===== src/hdl/bsc_pkg.sv =====
// Shared types, constants and register codes of the barometer compensation block.
`timescale 1ns / 1ps

package bsc_pkg;

    // Field widths of the stream words
    localparam int RAW_TEMP_W  = 16;
    localparam int RAW_PRESS_W = 19;
    localparam int TEMP_W      = 16;
    localparam int PRESS_W     = 20;
    localparam int S_DATA_W    = 40;
    localparam int M_DATA_W    = 40;

    // Configuration port
    localparam int CFG_ADDR_W = 2;
    localparam int CFG_DATA_W = 64;

    typedef enum logic [CFG_ADDR_W-1:0] {
        CFG_CAL_A = 2'd0,
        CFG_CAL_B = 2'd1,
        CFG_CAL_C = 2'd2,
        CFG_OSS   = 2'd3
    } cfg_addr_t;

    // Compensation constants
    localparam int            B6_OFFSET   = 4000;
    localparam int            B4_OFFSET   = 32768;
    localparam logic [15:0]   B7_SCALE    = 16'd50000;
    localparam logic [47:0]   B7_LIMIT    = 48'h0000_8000_0000;
    localparam int            P_C1        = 3038;
    localparam int            P_C2        = -7357;
    localparam int            P_C3        = 3791;
    localparam logic [PRESS_W-1:0] PRESS_MAX = 20'hFFFFF;

    // Shared divider geometry
    localparam int DIV_NUM_W       = 48;
    localparam int DIV_DEN_W       = 33;
    localparam int DIV_CNT_W       = $clog2(DIV_NUM_W + 1);
    localparam int TEMP_DIV_STEPS  = 27;
    localparam int PRESS_DIV_STEPS = 48;

    // Queue between front and back
    localparam int QUEUE_DEPTH = 2;
    localparam int QUEUE_PTR_W = $clog2(QUEUE_DEPTH);
    localparam int QUEUE_CNT_W = $clog2(QUEUE_DEPTH + 1);

    // Decoded calibration set
    typedef struct packed {
        logic signed [15:0] ac1;
        logic signed [15:0] ac2;
        logic signed [15:0] ac3;
        logic        [15:0] ac4;
        logic        [15:0] ac5;
        logic        [15:0] ac6;
        logic signed [15:0] b1;
        logic signed [15:0] b2;
        logic signed [15:0] mc;
        logic signed [15:0] md;
        logic        [1:0]  oss;
    } cal_t;

    // One queued reading
    typedef struct packed {
        logic [RAW_TEMP_W-1:0]  raw_temp;
        logic [RAW_PRESS_W-1:0] raw_press;
    } item_t;

    typedef struct packed {
        logic full;
        logic empty;
    } q_stat_t;

    typedef struct packed {
        logic                 start;
        logic [DIV_NUM_W-1:0] num;
        logic [DIV_DEN_W-1:0] den;
        logic [DIV_CNT_W-1:0] steps;
    } div_req_t;

    typedef struct packed {
        logic                 done;
        logic [DIV_NUM_W-1:0] quo;
    } div_rsp_t;

endpackage


===== src/hdl/bsc_fifo.sv =====
// Two-entry queue that carries readings from the front to the back.
`timescale 1ns / 1ps

module bsc_fifo (
    input  logic           aclk,
    input  logic           aresetn,
    input  logic           wr_en,
    input  bsc_pkg::item_t wr_data,
    input  logic           rd_en,
    output bsc_pkg::item_t rd_data,
    output bsc_pkg::q_stat_t stat
);
    import bsc_pkg::*;

    item_t                  mem [QUEUE_DEPTH];
    logic [QUEUE_PTR_W-1:0] wr_ptr_reg;
    logic [QUEUE_PTR_W-1:0] rd_ptr_reg;
    logic [QUEUE_CNT_W-1:0] count_reg;

    assign stat.full  = (count_reg == QUEUE_CNT_W'(QUEUE_DEPTH));
    assign stat.empty = (count_reg == '0);
    assign rd_data    = mem[rd_ptr_reg];

    // Store incoming words
    always_ff @(posedge aclk) begin
        if (wr_en) begin
            mem[wr_ptr_reg] <= wr_data;
        end
    end

    // Advance pointers and occupancy
    always_ff @(posedge aclk) begin
        if (!aresetn) begin
            wr_ptr_reg <= '0;
            rd_ptr_reg <= '0;
            count_reg  <= '0;
        end else begin
            if (wr_en) begin
                wr_ptr_reg <= (wr_ptr_reg == QUEUE_PTR_W'(QUEUE_DEPTH - 1)) ? '0
                                                                          : wr_ptr_reg + 1'b1;
            end
            if (rd_en) begin
                rd_ptr_reg <= (rd_ptr_reg == QUEUE_PTR_W'(QUEUE_DEPTH - 1)) ? '0
                                                                          : rd_ptr_reg + 1'b1;
            end
            if (wr_en && !rd_en) begin
                count_reg <= count_reg + 1'b1;
            end else if (!wr_en && rd_en) begin
                count_reg <= count_reg - 1'b1;
            end
        end
    end

`ifndef SYNTHESIS
    a_no_overflow : assert property (@(posedge aclk) disable iff (!aresetn)
        stat.full |-> !wr_en || rd_en)
        else $error("queue written while full");

    a_no_underflow : assert property (@(posedge aclk) disable iff (!aresetn)
        rd_en |-> !stat.empty)
        else $error("queue read while empty");
`endif

endmodule


===== src/hdl/bsc_front.sv =====
// Front end: configuration registers, coefficient unpacking and input acceptance.
`timescale 1ns / 1ps

module bsc_front (
    input  logic                                  aclk,
    input  logic                                  aresetn,
    input  logic                                  s_tvalid,
    output logic                                  s_tready,
    input  logic [bsc_pkg::S_DATA_W-1:0]          s_tdata,
    input  logic                                  cfg_wr_en,
    input  logic [bsc_pkg::CFG_ADDR_W-1:0]        cfg_addr,
    input  logic [bsc_pkg::CFG_DATA_W-1:0]        cfg_wdata,
    input  bsc_pkg::q_stat_t                      q_stat,
    output logic                                  q_wr_en,
    output bsc_pkg::item_t                        q_wr_data,
    output bsc_pkg::cal_t                         cal
);
    import bsc_pkg::*;

    logic [63:0] cal_a_reg;
    logic [63:0] cal_b_reg;
    logic [31:0] cal_c_reg;
    logic [1:0]  oss_reg;

    // Write configuration registers
    always_ff @(posedge aclk) begin
        if (!aresetn) begin
            cal_a_reg <= '0;
            cal_b_reg <= '0;
            cal_c_reg <= '0;
            oss_reg   <= '0;
        end else if (cfg_wr_en) begin
            unique case (cfg_addr_t'(cfg_addr))
                CFG_CAL_A: cal_a_reg <= cfg_wdata;
                CFG_CAL_B: cal_b_reg <= cfg_wdata;
                CFG_CAL_C: cal_c_reg <= cfg_wdata[31:0];
                CFG_OSS:   oss_reg   <= cfg_wdata[1:0];
                default:   ;
            endcase
        end
    end

    // Unpack coefficients
    assign cal.ac1 = $signed(cal_a_reg[63:48]);
    assign cal.ac2 = $signed(cal_a_reg[47:32]);
    assign cal.ac3 = $signed(cal_a_reg[31:16]);
    assign cal.ac4 = cal_a_reg[15:0];
    assign cal.ac5 = cal_b_reg[63:48];
    assign cal.ac6 = cal_b_reg[47:32];
    assign cal.b1  = $signed(cal_b_reg[31:16]);
    assign cal.b2  = $signed(cal_b_reg[15:0]);
    assign cal.mc  = $signed(cal_c_reg[31:16]);
    assign cal.md  = $signed(cal_c_reg[15:0]);
    assign cal.oss = oss_reg;

    // Accept words while the queue has room
    assign s_tready            = !q_stat.full;
    assign q_wr_en             = s_tvalid && !q_stat.full;
    assign q_wr_data.raw_temp  = s_tdata[RAW_TEMP_W-1:0];
    assign q_wr_data.raw_press = s_tdata[RAW_TEMP_W+RAW_PRESS_W-1:RAW_TEMP_W];

endmodule


===== src/hdl/bsc_div.sv =====
// Shared restoring divider, one quotient bit per cycle.
`timescale 1ns / 1ps

module bsc_div (
    input  logic              aclk,
    input  logic              aresetn,
    input  bsc_pkg::div_req_t req,
    output bsc_pkg::div_rsp_t rsp
);
    import bsc_pkg::*;

    logic                 busy_reg;
    logic                 done_reg;
    logic [DIV_CNT_W-1:0] cnt_reg;
    logic [DIV_DEN_W-1:0] den_reg;
    logic [DIV_DEN_W-1:0] rem_reg;
    logic [DIV_NUM_W-1:0] quo_reg;

    logic [DIV_DEN_W:0]   shifted;
    logic                 fits;

    // Trial subtract of the next partial remainder
    assign shifted = {rem_reg, quo_reg[DIV_NUM_W-1]};
    assign fits    = (shifted >= {1'b0, den_reg});

    always_ff @(posedge aclk) begin
        if (!aresetn) begin
            busy_reg <= 1'b0;
            done_reg <= 1'b0;
            cnt_reg  <= '0;
        end else begin
            done_reg <= 1'b0;
            if (req.start) begin
                busy_reg <= 1'b1;
                cnt_reg  <= req.steps;
            end else if (busy_reg) begin
                cnt_reg <= cnt_reg - 1'b1;
                if (cnt_reg == DIV_CNT_W'(1)) begin
                    busy_reg <= 1'b0;
                    done_reg <= 1'b1;
                end
            end
        end
    end

    // Datapath: load operands, then shift in one quotient bit a cycle
    always_ff @(posedge aclk) begin
        if (req.start) begin
            den_reg <= req.den;
            rem_reg <= '0;
            quo_reg <= req.num;
        end else if (busy_reg) begin
            rem_reg <= fits ? DIV_DEN_W'(shifted - {1'b0, den_reg}) : DIV_DEN_W'(shifted);
            quo_reg <= {quo_reg[DIV_NUM_W-2:0], fits};
        end
    end

    assign rsp.done = done_reg;
    assign rsp.quo  = quo_reg;

endmodule


===== src/hdl/bsc_core.sv =====
// Back end: compensation sequencer with one shared multiplier and the result register.
`timescale 1ns / 1ps

module bsc_core (
    input  logic                           aclk,
    input  logic                           aresetn,
    input  bsc_pkg::cal_t                  cal,
    input  bsc_pkg::q_stat_t               q_stat,
    input  bsc_pkg::item_t                 q_rd_data,
    output logic                           q_rd_en,
    output bsc_pkg::div_req_t              div_req,
    input  bsc_pkg::div_rsp_t              div_rsp,
    output logic                           m_tvalid,
    input  logic                           m_tready,
    output logic [bsc_pkg::M_DATA_W-1:0]   m_tdata,
    output logic [0:0]                     m_tuser
);
    import bsc_pkg::*;

    typedef enum logic [4:0] {
        ST_IDLE, ST_T1, ST_DEN, ST_TDIV, ST_SQ, ST_A2, ST_A3, ST_B2L, ST_B2H,
        ST_B1L, ST_B1H, ST_B4, ST_B4F, ST_B4M, ST_B7, ST_PDEN, ST_PDIV,
        ST_P1, ST_P2, ST_P3, ST_P4, ST_OUT
    } state_t;

    state_t                    state_reg;
    logic [RAW_TEMP_W-1:0]     ut_reg;
    logic [RAW_PRESS_W-1:0]    up_reg;
    logic signed [62:0]        prod_reg;
    logic signed [62:0]        tmp_reg;
    logic signed [18:0]        t1_reg;
    logic                      tneg_reg;
    logic signed [28:0]        b6_reg;
    logic [44:0]               sq_reg;
    logic signed [52:0]        b3acc_reg;
    logic signed [44:0]        b4acc_reg;
    logic signed [53:0]        b3_reg;
    logic [31:0]               f_reg;
    logic [31:0]               u_reg;
    logic [32:0]               b4_reg;
    logic                      pdbl_reg;
    logic [PRESS_W-1:0]        ps_reg;
    logic signed [23:0]        pacc_reg;
    logic signed [TEMP_W-1:0]  temp_reg;
    logic [PRESS_W-1:0]        press_reg;
    logic                      err_reg;
    logic                      out_valid_reg;
    logic signed [TEMP_W-1:0]  out_temp_reg;
    logic [PRESS_W-1:0]        out_press_reg;
    logic                      out_err_reg;

    logic signed [33:0]        mul_a;
    logic signed [28:0]        mul_b;

    logic signed [16:0]        diff_t;
    logic signed [18:0]        t1_w;
    logic signed [19:0]        den_w;
    logic signed [26:0]        mcs_w;
    logic [26:0]               num_mag;
    logic [19:0]               den_mag;
    logic signed [27:0]        t2_w;
    logic signed [28:0]        b5_w;
    logic signed [29:0]        tsum_w;
    logic signed [TEMP_W-1:0]  temp_w;
    logic signed [28:0]        b6_w;
    logic signed [63:0]        wide_w;
    logic signed [55:0]        b3v_w;
    logic signed [44:0]        x3_w;
    logic [47:0]               b7_w;
    logic [48:0]               p_w;
    logic signed [25:0]        psum_w;
    logic signed [26:0]        press_w;
    logic                      slot_free;

    // Temperature path
    assign diff_t  = $signed({1'b0, ut_reg}) - $signed({1'b0, cal.ac6});
    assign t1_w    = 19'(prod_reg >>> 15);
    assign den_w   = 20'(t1_w) + 20'(cal.md);
    assign mcs_w   = $signed({cal.mc, 11'b0});
    assign num_mag = mcs_w[26] ? 27'(-mcs_w) : 27'(mcs_w);
    assign den_mag = den_w[19] ? 20'(-den_w) : 20'(den_w);
    assign t2_w    = tneg_reg ? -$signed({1'b0, div_rsp.quo[26:0]})
                              : $signed({1'b0, div_rsp.quo[26:0]});
    assign b5_w    = 29'(t1_reg) + 29'(t2_w);
    assign tsum_w  = (30'(b5_w) + 30'sd8) >>> 4;
    assign b6_w    = b5_w - 29'(B6_OFFSET);

    always_comb begin
        if (tsum_w > 30'sd32767) begin
            temp_w = 16'sh7FFF;
        end else if (tsum_w < -30'sd32768) begin
            temp_w = -16'sh8000;
        end else begin
            temp_w = 16'(tsum_w);
        end
    end

    // Pressure path
    assign wide_w = (64'(prod_reg) <<< 22) + 64'(tmp_reg);
    assign b3v_w  = (56'(b3acc_reg) + (56'(cal.ac1) <<< 2)) <<< cal.oss;
    assign x3_w   = (b4acc_reg + 45'sd2) >>> 2;
    assign b7_w   = prod_reg[47:0];
    assign p_w    = pdbl_reg ? {div_rsp.quo, 1'b0} : {1'b0, div_rsp.quo};
    assign psum_w = 26'(pacc_reg) + 26'(prod_reg >>> 16) + 26'(P_C3);
    assign press_w = $signed({7'b0, ps_reg}) + 27'(psum_w >>> 4);

    assign slot_free = !out_valid_reg || m_tready;
    assign q_rd_en   = (state_reg == ST_IDLE) && !q_stat.empty;

    // Divider requests
    always_comb begin
        div_req = '0;
        if (state_reg == ST_DEN && den_w != '0) begin
            div_req.start = 1'b1;
            div_req.num   = DIV_NUM_W'(num_mag) << (DIV_NUM_W - TEMP_DIV_STEPS);
            div_req.den   = DIV_DEN_W'(den_mag);
            div_req.steps = DIV_CNT_W'(TEMP_DIV_STEPS);
        end else if (state_reg == ST_PDEN && b4_reg != '0) begin
            div_req.start = 1'b1;
            div_req.num   = (b7_w < B7_LIMIT) ? {b7_w[DIV_NUM_W-2:0], 1'b0} : b7_w;
            div_req.den   = b4_reg;
            div_req.steps = DIV_CNT_W'(PRESS_DIV_STEPS);
        end
    end

    // Multiplier operand select
    always_comb begin
        mul_a = '0;
        mul_b = '0;
        unique case (state_reg)
            ST_T1: begin
                mul_a = 34'(diff_t);
                mul_b = $signed({13'b0, cal.ac5});
            end
            ST_SQ: begin
                mul_a = 34'(b6_reg);
                mul_b = b6_reg;
            end
            ST_A2: begin
                mul_a = 34'(b6_reg);
                mul_b = 29'(cal.ac2);
            end
            ST_A3: begin
                mul_a = 34'(b6_reg);
                mul_b = 29'(cal.ac3);
            end
            ST_B2L: begin
                mul_a = $signed({12'b0, sq_reg[21:0]});
                mul_b = 29'(cal.b2);
            end
            ST_B2H: begin
                mul_a = $signed({11'b0, sq_reg[44:22]});
                mul_b = 29'(cal.b2);
            end
            ST_B1L: begin
                mul_a = $signed({12'b0, sq_reg[21:0]});
                mul_b = 29'(cal.b1);
            end
            ST_B1H: begin
                mul_a = $signed({11'b0, sq_reg[44:22]});
                mul_b = 29'(cal.b1);
            end
            ST_B4M: begin
                mul_a = $signed({2'b0, f_reg});
                mul_b = $signed({13'b0, cal.ac4});
            end
            ST_B7: begin
                mul_a = $signed({2'b0, u_reg});
                mul_b = $signed({13'b0, B7_SCALE >> cal.oss});
            end
            ST_P1: begin
                mul_a = $signed({22'b0, ps_reg[19:8]});
                mul_b = $signed({17'b0, ps_reg[19:8]});
            end
            ST_P2: begin
                mul_a = $signed({10'b0, prod_reg[23:0]});
                mul_b = 29'(P_C1);
            end
            ST_P3: begin
                mul_a = $signed({14'b0, ps_reg});
                mul_b = 29'(P_C2);
            end
            default: ;
        endcase
    end

    // Sequencer, datapath registers and result register
    always_ff @(posedge aclk) begin
        prod_reg <= mul_a * mul_b;
        if (!aresetn) begin
            state_reg     <= ST_IDLE;
            out_valid_reg <= 1'b0;
        end else begin
            // Load the result register, or release it once taken
            if ((state_reg == ST_OUT) && slot_free) begin
                out_valid_reg <= 1'b1;
            end else if (m_tready) begin
                out_valid_reg <= 1'b0;
            end
            unique case (state_reg)
                ST_IDLE: begin
                    if (!q_stat.empty) begin
                        ut_reg    <= q_rd_data.raw_temp;
                        up_reg    <= q_rd_data.raw_press;
                        state_reg <= ST_T1;
                    end
                end
                ST_T1: state_reg <= ST_DEN;
                ST_DEN: begin
                    t1_reg   <= t1_w;
                    tneg_reg <= mcs_w[26] ^ den_w[19];
                    if (den_w == '0) begin
                        temp_reg  <= '0;
                        press_reg <= '0;
                        err_reg   <= 1'b1;
                        state_reg <= ST_OUT;
                    end else begin
                        err_reg   <= 1'b0;
                        state_reg <= ST_TDIV;
                    end
                end
                ST_TDIV: begin
                    if (div_rsp.done) begin
                        temp_reg  <= temp_w;
                        b6_reg    <= b6_w;
                        state_reg <= ST_SQ;
                    end
                end
                ST_SQ: state_reg <= ST_A2;
                ST_A2: begin
                    sq_reg    <= 45'(prod_reg >>> 12);
                    state_reg <= ST_A3;
                end
                ST_A3: begin
                    b3acc_reg <= 53'(prod_reg >>> 11);
                    state_reg <= ST_B2L;
                end
                ST_B2L: begin
                    b4acc_reg <= 45'(prod_reg >>> 13);
                    state_reg <= ST_B2H;
                end
                ST_B2H: begin
                    tmp_reg   <= prod_reg;
                    state_reg <= ST_B1L;
                end
                ST_B1L: begin
                    b3acc_reg <= b3acc_reg + 53'(wide_w >>> 11);
                    state_reg <= ST_B1H;
                end
                ST_B1H: begin
                    tmp_reg   <= prod_reg;
                    b3_reg    <= 54'((b3v_w + 56'sd2) >>> 2);
                    state_reg <= ST_B4;
                end
                ST_B4: begin
                    b4acc_reg <= b4acc_reg + 45'(wide_w >>> 16);
                    state_reg <= ST_B4F;
                end
                ST_B4F: begin
                    f_reg     <= 32'(x3_w + 45'(B4_OFFSET));
                    u_reg     <= 32'($signed({36'b0, up_reg}) - 55'(b3_reg));
                    state_reg <= ST_B4M;
                end
                ST_B4M: state_reg <= ST_B7;
                ST_B7: begin
                    b4_reg    <= prod_reg[47:15];
                    state_reg <= ST_PDEN;
                end
                ST_PDEN: begin
                    pdbl_reg <= !(b7_w < B7_LIMIT);
                    if (b4_reg == '0) begin
                        press_reg <= '0;
                        err_reg   <= 1'b1;
                        state_reg <= ST_OUT;
                    end else begin
                        state_reg <= ST_PDIV;
                    end
                end
                ST_PDIV: begin
                    if (div_rsp.done) begin
                        if (p_w > 49'(PRESS_MAX)) begin
                            press_reg <= PRESS_MAX;
                            state_reg <= ST_OUT;
                        end else begin
                            ps_reg    <= p_w[PRESS_W-1:0];
                            state_reg <= ST_P1;
                        end
                    end
                end
                ST_P1: state_reg <= ST_P2;
                ST_P2: state_reg <= ST_P3;
                ST_P3: begin
                    pacc_reg  <= 24'(prod_reg >>> 16);
                    state_reg <= ST_P4;
                end
                ST_P4: begin
                    if (press_w < 0) begin
                        press_reg <= '0;
                    end else if (press_w > $signed({7'b0, PRESS_MAX})) begin
                        press_reg <= PRESS_MAX;
                    end else begin
                        press_reg <= press_w[PRESS_W-1:0];
                    end
                    state_reg <= ST_OUT;
                end
                ST_OUT: begin
                    if (slot_free) begin
                        out_temp_reg  <= temp_reg;
                        out_press_reg <= press_reg;
                        out_err_reg   <= err_reg;
                        state_reg     <= ST_IDLE;
                    end
                end
                default: state_reg <= ST_IDLE;
            endcase
        end
    end

    assign m_tvalid = out_valid_reg;
    assign m_tdata  = {(M_DATA_W - PRESS_W - TEMP_W)'(0), out_press_reg, out_temp_reg};
    assign m_tuser  = out_err_reg;

`ifndef SYNTHESIS
    a_div_done_expected : assert property (@(posedge aclk) disable iff (!aresetn)
        div_rsp.done |-> (state_reg == ST_TDIV) || (state_reg == ST_PDIV))
        else $error("divider finished while no division was awaited");

    a_hold_until_free : assert property (@(posedge aclk) disable iff (!aresetn)
        (state_reg == ST_OUT) && out_valid_reg && !m_tready |=> state_reg == ST_OUT)
        else $error("result register overwritten before it was taken");
`endif

endmodule


===== src/hdl/baro_sensor_compensation.sv =====
// Top level of the barometer temperature and pressure compensation block.
`timescale 1ns / 1ps
//
// Usage:
//   Write the three packed calibration words and the oversampling setting through
//   cfg_wr_en/cfg_addr/cfg_wdata while the block is idle (index 0..3).
//   Each s_ word carries one raw temperature and one raw pressure reading; each m_
//   word returns temperature in 0.1 degC, pressure in Pa, and m_tuser flags a zero
//   divisor (affected results are then zero).
// Sequencing:
//   The back end works on one word at a time, stepping its sequencer around the
//   shared multiplier and the shared one-bit-per-cycle divider: 27 steps for the
//   temperature division and 48 for the pressure division. A zero divisor ends
//   the word early. The front queues two words while the back works.
// Reset:
//   aresetn (synchronous, active low) clears the calibration registers, the
//   queue, the sequencer and the output valid.
// Backpressure:
//   A finished result waits in the output register while m_tready is low; the
//   back end stops before overwriting it, and s_tready drops once the queue fills.

module baro_sensor_compensation (
    input  logic                               aclk,
    input  logic                               aresetn,
    input  logic                               s_tvalid,
    output logic                               s_tready,
    // raw_temp[15:0], raw_press[34:16], zero pad
    input  logic [bsc_pkg::S_DATA_W-1:0]       s_tdata,
    output logic                               m_tvalid,
    input  logic                               m_tready,
    // temp_tenths[15:0], press_pa[35:16], zero pad
    output logic [bsc_pkg::M_DATA_W-1:0]       m_tdata,
    // div_error[0]
    output logic [0:0]                         m_tuser,
    input  logic                               cfg_wr_en,
    input  logic [bsc_pkg::CFG_ADDR_W-1:0]     cfg_addr,
    input  logic [bsc_pkg::CFG_DATA_W-1:0]     cfg_wdata
);
    import bsc_pkg::*;

    cal_t     cal;
    q_stat_t  q_stat;
    logic     q_wr_en;
    item_t    q_wr_data;
    logic     q_rd_en;
    item_t    q_rd_data;
    div_req_t div_req;
    div_rsp_t div_rsp;

    bsc_front u_front (
        .aclk      (aclk),
        .aresetn   (aresetn),
        .s_tvalid  (s_tvalid),
        .s_tready  (s_tready),
        .s_tdata   (s_tdata),
        .cfg_wr_en (cfg_wr_en),
        .cfg_addr  (cfg_addr),
        .cfg_wdata (cfg_wdata),
        .q_stat    (q_stat),
        .q_wr_en   (q_wr_en),
        .q_wr_data (q_wr_data),
        .cal       (cal)
    );

    bsc_fifo u_fifo (
        .aclk    (aclk),
        .aresetn (aresetn),
        .wr_en   (q_wr_en),
        .wr_data (q_wr_data),
        .rd_en   (q_rd_en),
        .rd_data (q_rd_data),
        .stat    (q_stat)
    );

    bsc_div u_div (
        .aclk    (aclk),
        .aresetn (aresetn),
        .req     (div_req),
        .rsp     (div_rsp)
    );

    bsc_core u_core (
        .aclk      (aclk),
        .aresetn   (aresetn),
        .cal       (cal),
        .q_stat    (q_stat),
        .q_rd_data (q_rd_data),
        .q_rd_en   (q_rd_en),
        .div_req   (div_req),
        .div_rsp   (div_rsp),
        .m_tvalid  (m_tvalid),
        .m_tready  (m_tready),
        .m_tdata   (m_tdata),
        .m_tuser   (m_tuser)
    );

endmodule

===== config.mk =====
export PLATFORM = sky130hd
export DESIGN_NAME = baro_sensor_compensation
export DESIGN_NICKNAME = d
export VERILOG_FILES = /design/src/hdl/bsc_pkg.sv /design/src/hdl/bsc_fifo.sv /design/src/hdl/bsc_front.sv /design/src/hdl/bsc_div.sv /design/src/hdl/bsc_core.sv /design/src/hdl/baro_sensor_compensation.sv
export SDC_FILE = /design/constraint.sdc
export NUM_CORES = 2
export LEC_CHECK = 0
export BUFFER_PORTS_ARGS = -buffer_cell sky130_fd_sc_hd__buf_2
export CAP_MARGIN = 20
export CORE_MARGIN = 1
export CORE_UTILIZATION = 47
export DETAILED_ROUTE_END_ITERATION = 7
export MAX_ROUTING_LAYER = met4
export PLACE_DENSITY = 0.73
export SYNTH_ARGS = -nofsm -noshare
export SYNTH_HDL_FRONTEND = slang
export SYNTH_SLANG_ARGS = --single-unit

===== constraint.sdc =====
create_clock -name aclk -period 12.6 [get_ports aclk]
set_clock_uncertainty 0.1 [all_clocks]
set_input_delay 0.63 -clock aclk [delete_from_list [all_inputs] [get_ports aclk]]
set_output_delay 0.63 -clock aclk [all_outputs]
set_load 0.02 [all_outputs]

==> Word-level counts from Yosys, hierarchy flattened <==
Memories as Yosys holds them, arrays and structs flattened. A register that Yosys moved wholly into a read port is not among the register bits.
Index checks and enable logic that the tools add are counted.
W data, S select, Z words.
{ "classes": {"n_addsub": 25, "mul": 1, "order_cmp": 7, "eq_ne": 33, "shift": 2, "mux": 51, "bitwise": 6, "reduce_logical": 58} }
{ "ops": {"columns": ["op", "count"], "rows": [
  ["$pmux W29 S11", 1],
  ["$pmux W34 S9", 1],
  ["$mux W88", 2],
  ["$mux W48", 3],
  ["$mux W20", 7],
  ["$pmux W5 S22", 1],
  ["$pmux W53 S2", 1],
  ["$pmux W45 S2", 1],
  ["$pmux W20 S4", 1],
  ["$add A34 B3 Y34 const B", 2],
  ["$add A64 B63 Y64", 1],
  ["$mux W16", 4],
  ["$mul A34 B29 Y63", 1],
  ["$add A53 B18 Y54", 1],
  ["$sshl A54 B2 Y34", 1],
  ["$add A53 B53 Y53", 1],
  ["$gt A49 B20 Y1 const B", 1],
  ["$mux W49", 1],
  ["$lt A48 B32 Y1 const B", 1],
  ["$add A45 B45 Y45", 1],
  ["$eq A5 B4 Y1 const B", 8],
  ["$ge A34 B33 Y1", 1],
  ["$logic_not A33 Y1", 1],
  ["$mux W33", 1],
  ["other kinds (59)", 139]
]} }
{ "word_totals": {"register_bits": 860, "ramBits": 70, "inputBits": 111, "mem_count": 1} }
{ "memory_table": {"columns": ["name", "depth", "word_bits", "read_ports", "rd_clocked_by_memory_dff", "wr", "line_no", "rtl"], "rows": [
  ["u_fifo.mem", 2, 35, 1, 1, 1, "bsc_fifo.sv:15", "item_t mem [QUEUE_DEPTH];"]
]} }

==> Logic depth before layout (Yosys ltp) <==
{ "depth": {"word_depth": 9, "mapped_depth": 47} }

==> Hierarchy <==
From an unflattened synthesis, not the netlist that was laid out.
{ "unflattened": {"cells_unflattened": 8877, "area_unflattened_um2": 85600.8} }
{ "modules_own_cells": {"columns": ["module", "n_inst", "cells_each", "area_each_um2", "seq_area_each_um2"], "rows": [
  ["bsc_core", 1, 7446, 69631.8, 15795.1],
  ["bsc_div", 1, 666, 6806.5, 3253.1],
  ["bsc_front", 1, 634, 6419.9, 3243.1],
  ["bsc_fifo", 1, 131, 2742.6, 2202.1]
]} }

==> Worst setup path before layout <==
OpenSTA, ideal clock, no wires.
{ "synth_timing": {"kind": "register -> register", "startpoint": "register u_front.cal_b_reg[33]", "endpoint": "register u_core.prod_reg[44]", "setup_time_ns": 0.072, "arrival_ns": 10.203, "slack_ns": 2.225, "path_stages_with_launch": 41, "path_cell_list": "dfxtp_1 -> inv_1 -> ha_1 -> nor2b_1 -> o21ai_0 -> a21boi_0 -> o21ai_0 -> a21boi_0 -> o21ai_0 -> a21oi_1 -> o211ai_1 -> nand2b_1 -> a211o_1 -> a211oi_1 -> clkbuf_1 -> nor2_1 -> fa_1 -> fa_1 -> [5 not listed] -> fa_1 -> fa_1 -> inv_1 -> fa_1 -> inv_1 -> ha_1 -> a21o_1 -> a221o_1 -> o31ai_1 -> a21oi_1 -> a211oi_1 -> nand3_1 -> and3_1 -> a21o_1 -> a21o_1 -> a21o_1 -> a21boi_0 -> xnor2_1"} }
{ "synth_via": {"elab_chain_cells": 3} }
{ "synth_rtl": {"columns": ["item", "line_no", "rtl"], "rows": [
  ["from (decl)", "bsc_front.sv:21", "logic [63:0] cal_b_reg;"],
  ["from (signal assigned)", "bsc_front.sv:35", "CFG_CAL_B: cal_b_reg <= cfg_wdata;"],
  ["$sub A16 B16 Y17", "bsc_core.sv:76", "assign diff_t = $signed({1'b0, ut_reg}) - $signed({1'b0, cal.ac6});"],
  ["$pmux W34 S9", "bsc_core.sv:130", "unique case (state_reg)"],
  ["$mul A34 B29 Y63", "bsc_core.sv:189", "prod_reg <= mul_a * mul_b;"],
  ["to (signal assigned)", "bsc_core.sv:189", null],
  ["to (decl)", "bsc_core.sv:29", "logic signed [62:0] prod_reg;"]
]} }
Every way passes these cells.
A chain may end at the register's enable or synchronous reset.

==> Worst setup path after layout <==
{ "layout_timing": {"startpoint": "register u_front.cal_b_reg[33]", "endpoint": "register u_core.prod_reg[55]"} }
Same word-level chain as after synthesis.

==> run summary <==
setup_tns: 0 ns
Fmax: 0.0845 GHz
CP required: 13.14 ns
drt drc: 1
top cell type by total area after synthesis: fa_1
Post-synth EDFFs: 635
Hold Path Class: in2reg
Cell Area, Placed: 0.0890 mm2
Largest stage delay, worst path: 0.58 ns
most frequent cells in the layout: inv_1, nand2_1, fa_1
DR iter-0 viols: 8606
vias in the first global route: 66900
TritonCTS buffer count: 91
VDD IR-drop max: 125 uV
CP Max Fanout: 16
dpl cells: 11300
final setup fails: 0
initial antenna violation count: 24
Chip Width: 427 um
area grow syn2layout: 8.97%
number of flip-flops in the largest register: 70
Final period util: 0.939
Internal Power: 7.75 mW
Syn Area/Cell: 9.43 um2
Worst setup EP type: flop
Clk pwr share: 0.202
Slew @ Worst Pin: 1.18 ns
Power Density: 153 mW/mm2
I/O Buffers: 144
clk slew on worst S/H paths: 0.07 ns
startpoint types: flop
Post-CTS Resized: 0
pre-CTS WS: 1.03 ns
clk root buf: clkbuf_16
gr usage total: 0.322
slew margin rel.: 0.214
design area: 0.0925 mm2
Sw Ratio: 0.454
Ys Warns: 0
Die ar.: 0.182 mm2
WL/cell: 24.7 um
Power, Total: 14.2 mW
Nets: 10700
via count: 68100
CORE AREA: 0.179 mm2
status: finished with violations
setup ws final: 0.767 ns
Synth top area share: 0.227
row cnt: 155
Final min period: 11.83 ns
CP arrival: 12.37 ns
ratio of cells with drive above 1 in the final layout: 0.0781
most common cell after layout, fill and taps aside: inv_1
Seq/Total Area, Yosys: 0.288
cell at the slowest stage of the critical path: fa_1
first-pass GRT wire length: 421 mm
Syn Inst Count: 9008
combinational power share: 0.518
die span in y: 427 um
switching power: 6.45 mW
RSZ-0062 raised after global routing: false
leakage power: 40.5 nW
Top FF cell, synth: edfxtp_1
post-route ant nets: 0
critical path class: reg2reg
Finished Layout Cells: 11600
Initial Utilization: 0.474
largest net degree at the start of global routing: 66
Via-to-Cell Ratio: 5.90
Max H-tree Level: 3
Mapped Area: 0.0849 mm2
flops & latches, synth: 905
max cap viols: 0
Top Ports: 154
Clock Latency Late Sink: 0.72 ns
remaining global-route overflow: 0
library cells used by synthesis: 106
drt first pass iters: 8
ys async rst share: 0
TritonCTS clock tree: yes
Util after Layout: 0.517
most used cell, CP: fa_1
Flop pwr share: 0.280
final-report hold violation count: 0
count of pins over their slew limit: 0
DRT Wirelength: 285 mm
failing checks: design-rule violations
total clock sinks: 905
hold slack: 0.0357 ns
routability cong.: 1.04
synth top area cells: fa_1, edfxtp_1, ha_1
hpwl dp: 223 mm
CTS Buffer Depth: 3
==> power by group through the flow <==
stage | logic, mW | clock network (mW) | registers (mW)
2_1_floorplan | 4.82 | 0 | 3.90
3_3_place_gp | 6.99 | 0 | 4.01
3_5_place_dp | 7.12 | 0 | 4.02
4_1_cts | 7.18 | 2.88 | 3.96
5_1_grt | 7.91 | 2.99 | 3.99
6_report | 7.36 | 2.86 | 3.98
==> path summary, 6_finish.rpt <==
| kind | from | endpoint | slack, ns | depth (start not counted) |
|---|---|---|---|---|
| max | u_front.cal_b_reg[33] | u_core.prod_reg[55] | 0.77 | 42 |
| min reg2reg | u_core.prod_reg[56] | u_core.sq_reg[44] | 0.31 | 0 |
| min | s_tdata[0] | u_fifo.mem[0][19] | 0.04 | 1 |
| max reg2reg | u_front.cal_b_reg[33] | u_core.prod_reg[55] | 0.77 | 42 |
==> cell type report <==
type | instances | area, um2
fill | 16100 | 86500
tap | 2355 | 2950
timing repair buffer | 385 | 2720
inverter | 1311 | 4920
clock inverter | 56 | 596
clock buffer | 115 | 2470
antenna | 12 | 30.0
multi-input combinational | 6414 | 54400
sequential | 905 | 24500
==> worst max-delay path, delay by kind of cell, from the launching register on <==
family | cells | cell delay [ns]
AOI/OAI and AO/OA | 22 | 5.16
buffers and inverters | 6 | 0.73
DFF | 1 | 0.39
adders and majority gates | 10 | 4.89
and+or+nand+nor | 3 | 0.28
xor gates and xnor gates | 1 | 0.17
==> cells in the mapped netlist, drive strengths merged, types with 17 or more instances <==
cell type	count
o21bai	40
nor4	47
a221oi	17
o21a	64
and2	84
a21oi	301
nor3	120
o31ai	31
a22oi	64
and3	57
ha	494
mux2i	65
fa	961
a21boi	188
nand2b	96
nor2	895
xor2	164
nor2b	59
nand3	145
a31oi	47
a21o	133
or3	43
a211oi	49
a222oi	34
o211ai	51
edfxtp	635
dfxtp	270
a221o	33
o21ai	349
nand2	1075
or2	29
mux2	66
a211o	24
nand4	51
buf	44
inv	1309
xnor2	312
clkbuf	337
==> cell families (layout without fill, tap and decap cells) <==
logic type,Yosys count,after routing,synth area share
compound gates,1565,1565,0.126
xor+xnor,476,476,0.0492
fa+ha+maj,1455,1455,0.299
buf+inv,1692,1867,0.0753
flops,905,905,0.288
mux,131,131,0.0164
other cells,1,16,0.0000442
simple gates,2783,2783,0.146
==> layer usage <==
metal  share of wire  routed length [um]  global-route usage
met5               0                   0                   -
met4           0.064               18200               0.168
met3            0.11               32400              0.0729
met2            0.44              125000               0.478
met1            0.38              109000               0.410
==> what timing repair did <==
| action | CTS | global route |
|---|---|---|
| hold buffers | 30 | 0 |
| endpoints found under the hold margin | 60 | 0 |
| buffers inserted | 0 | 0 |
| endpoints found under the setup margin | 0 | 0 |
(Power assumes the default switching activity.)
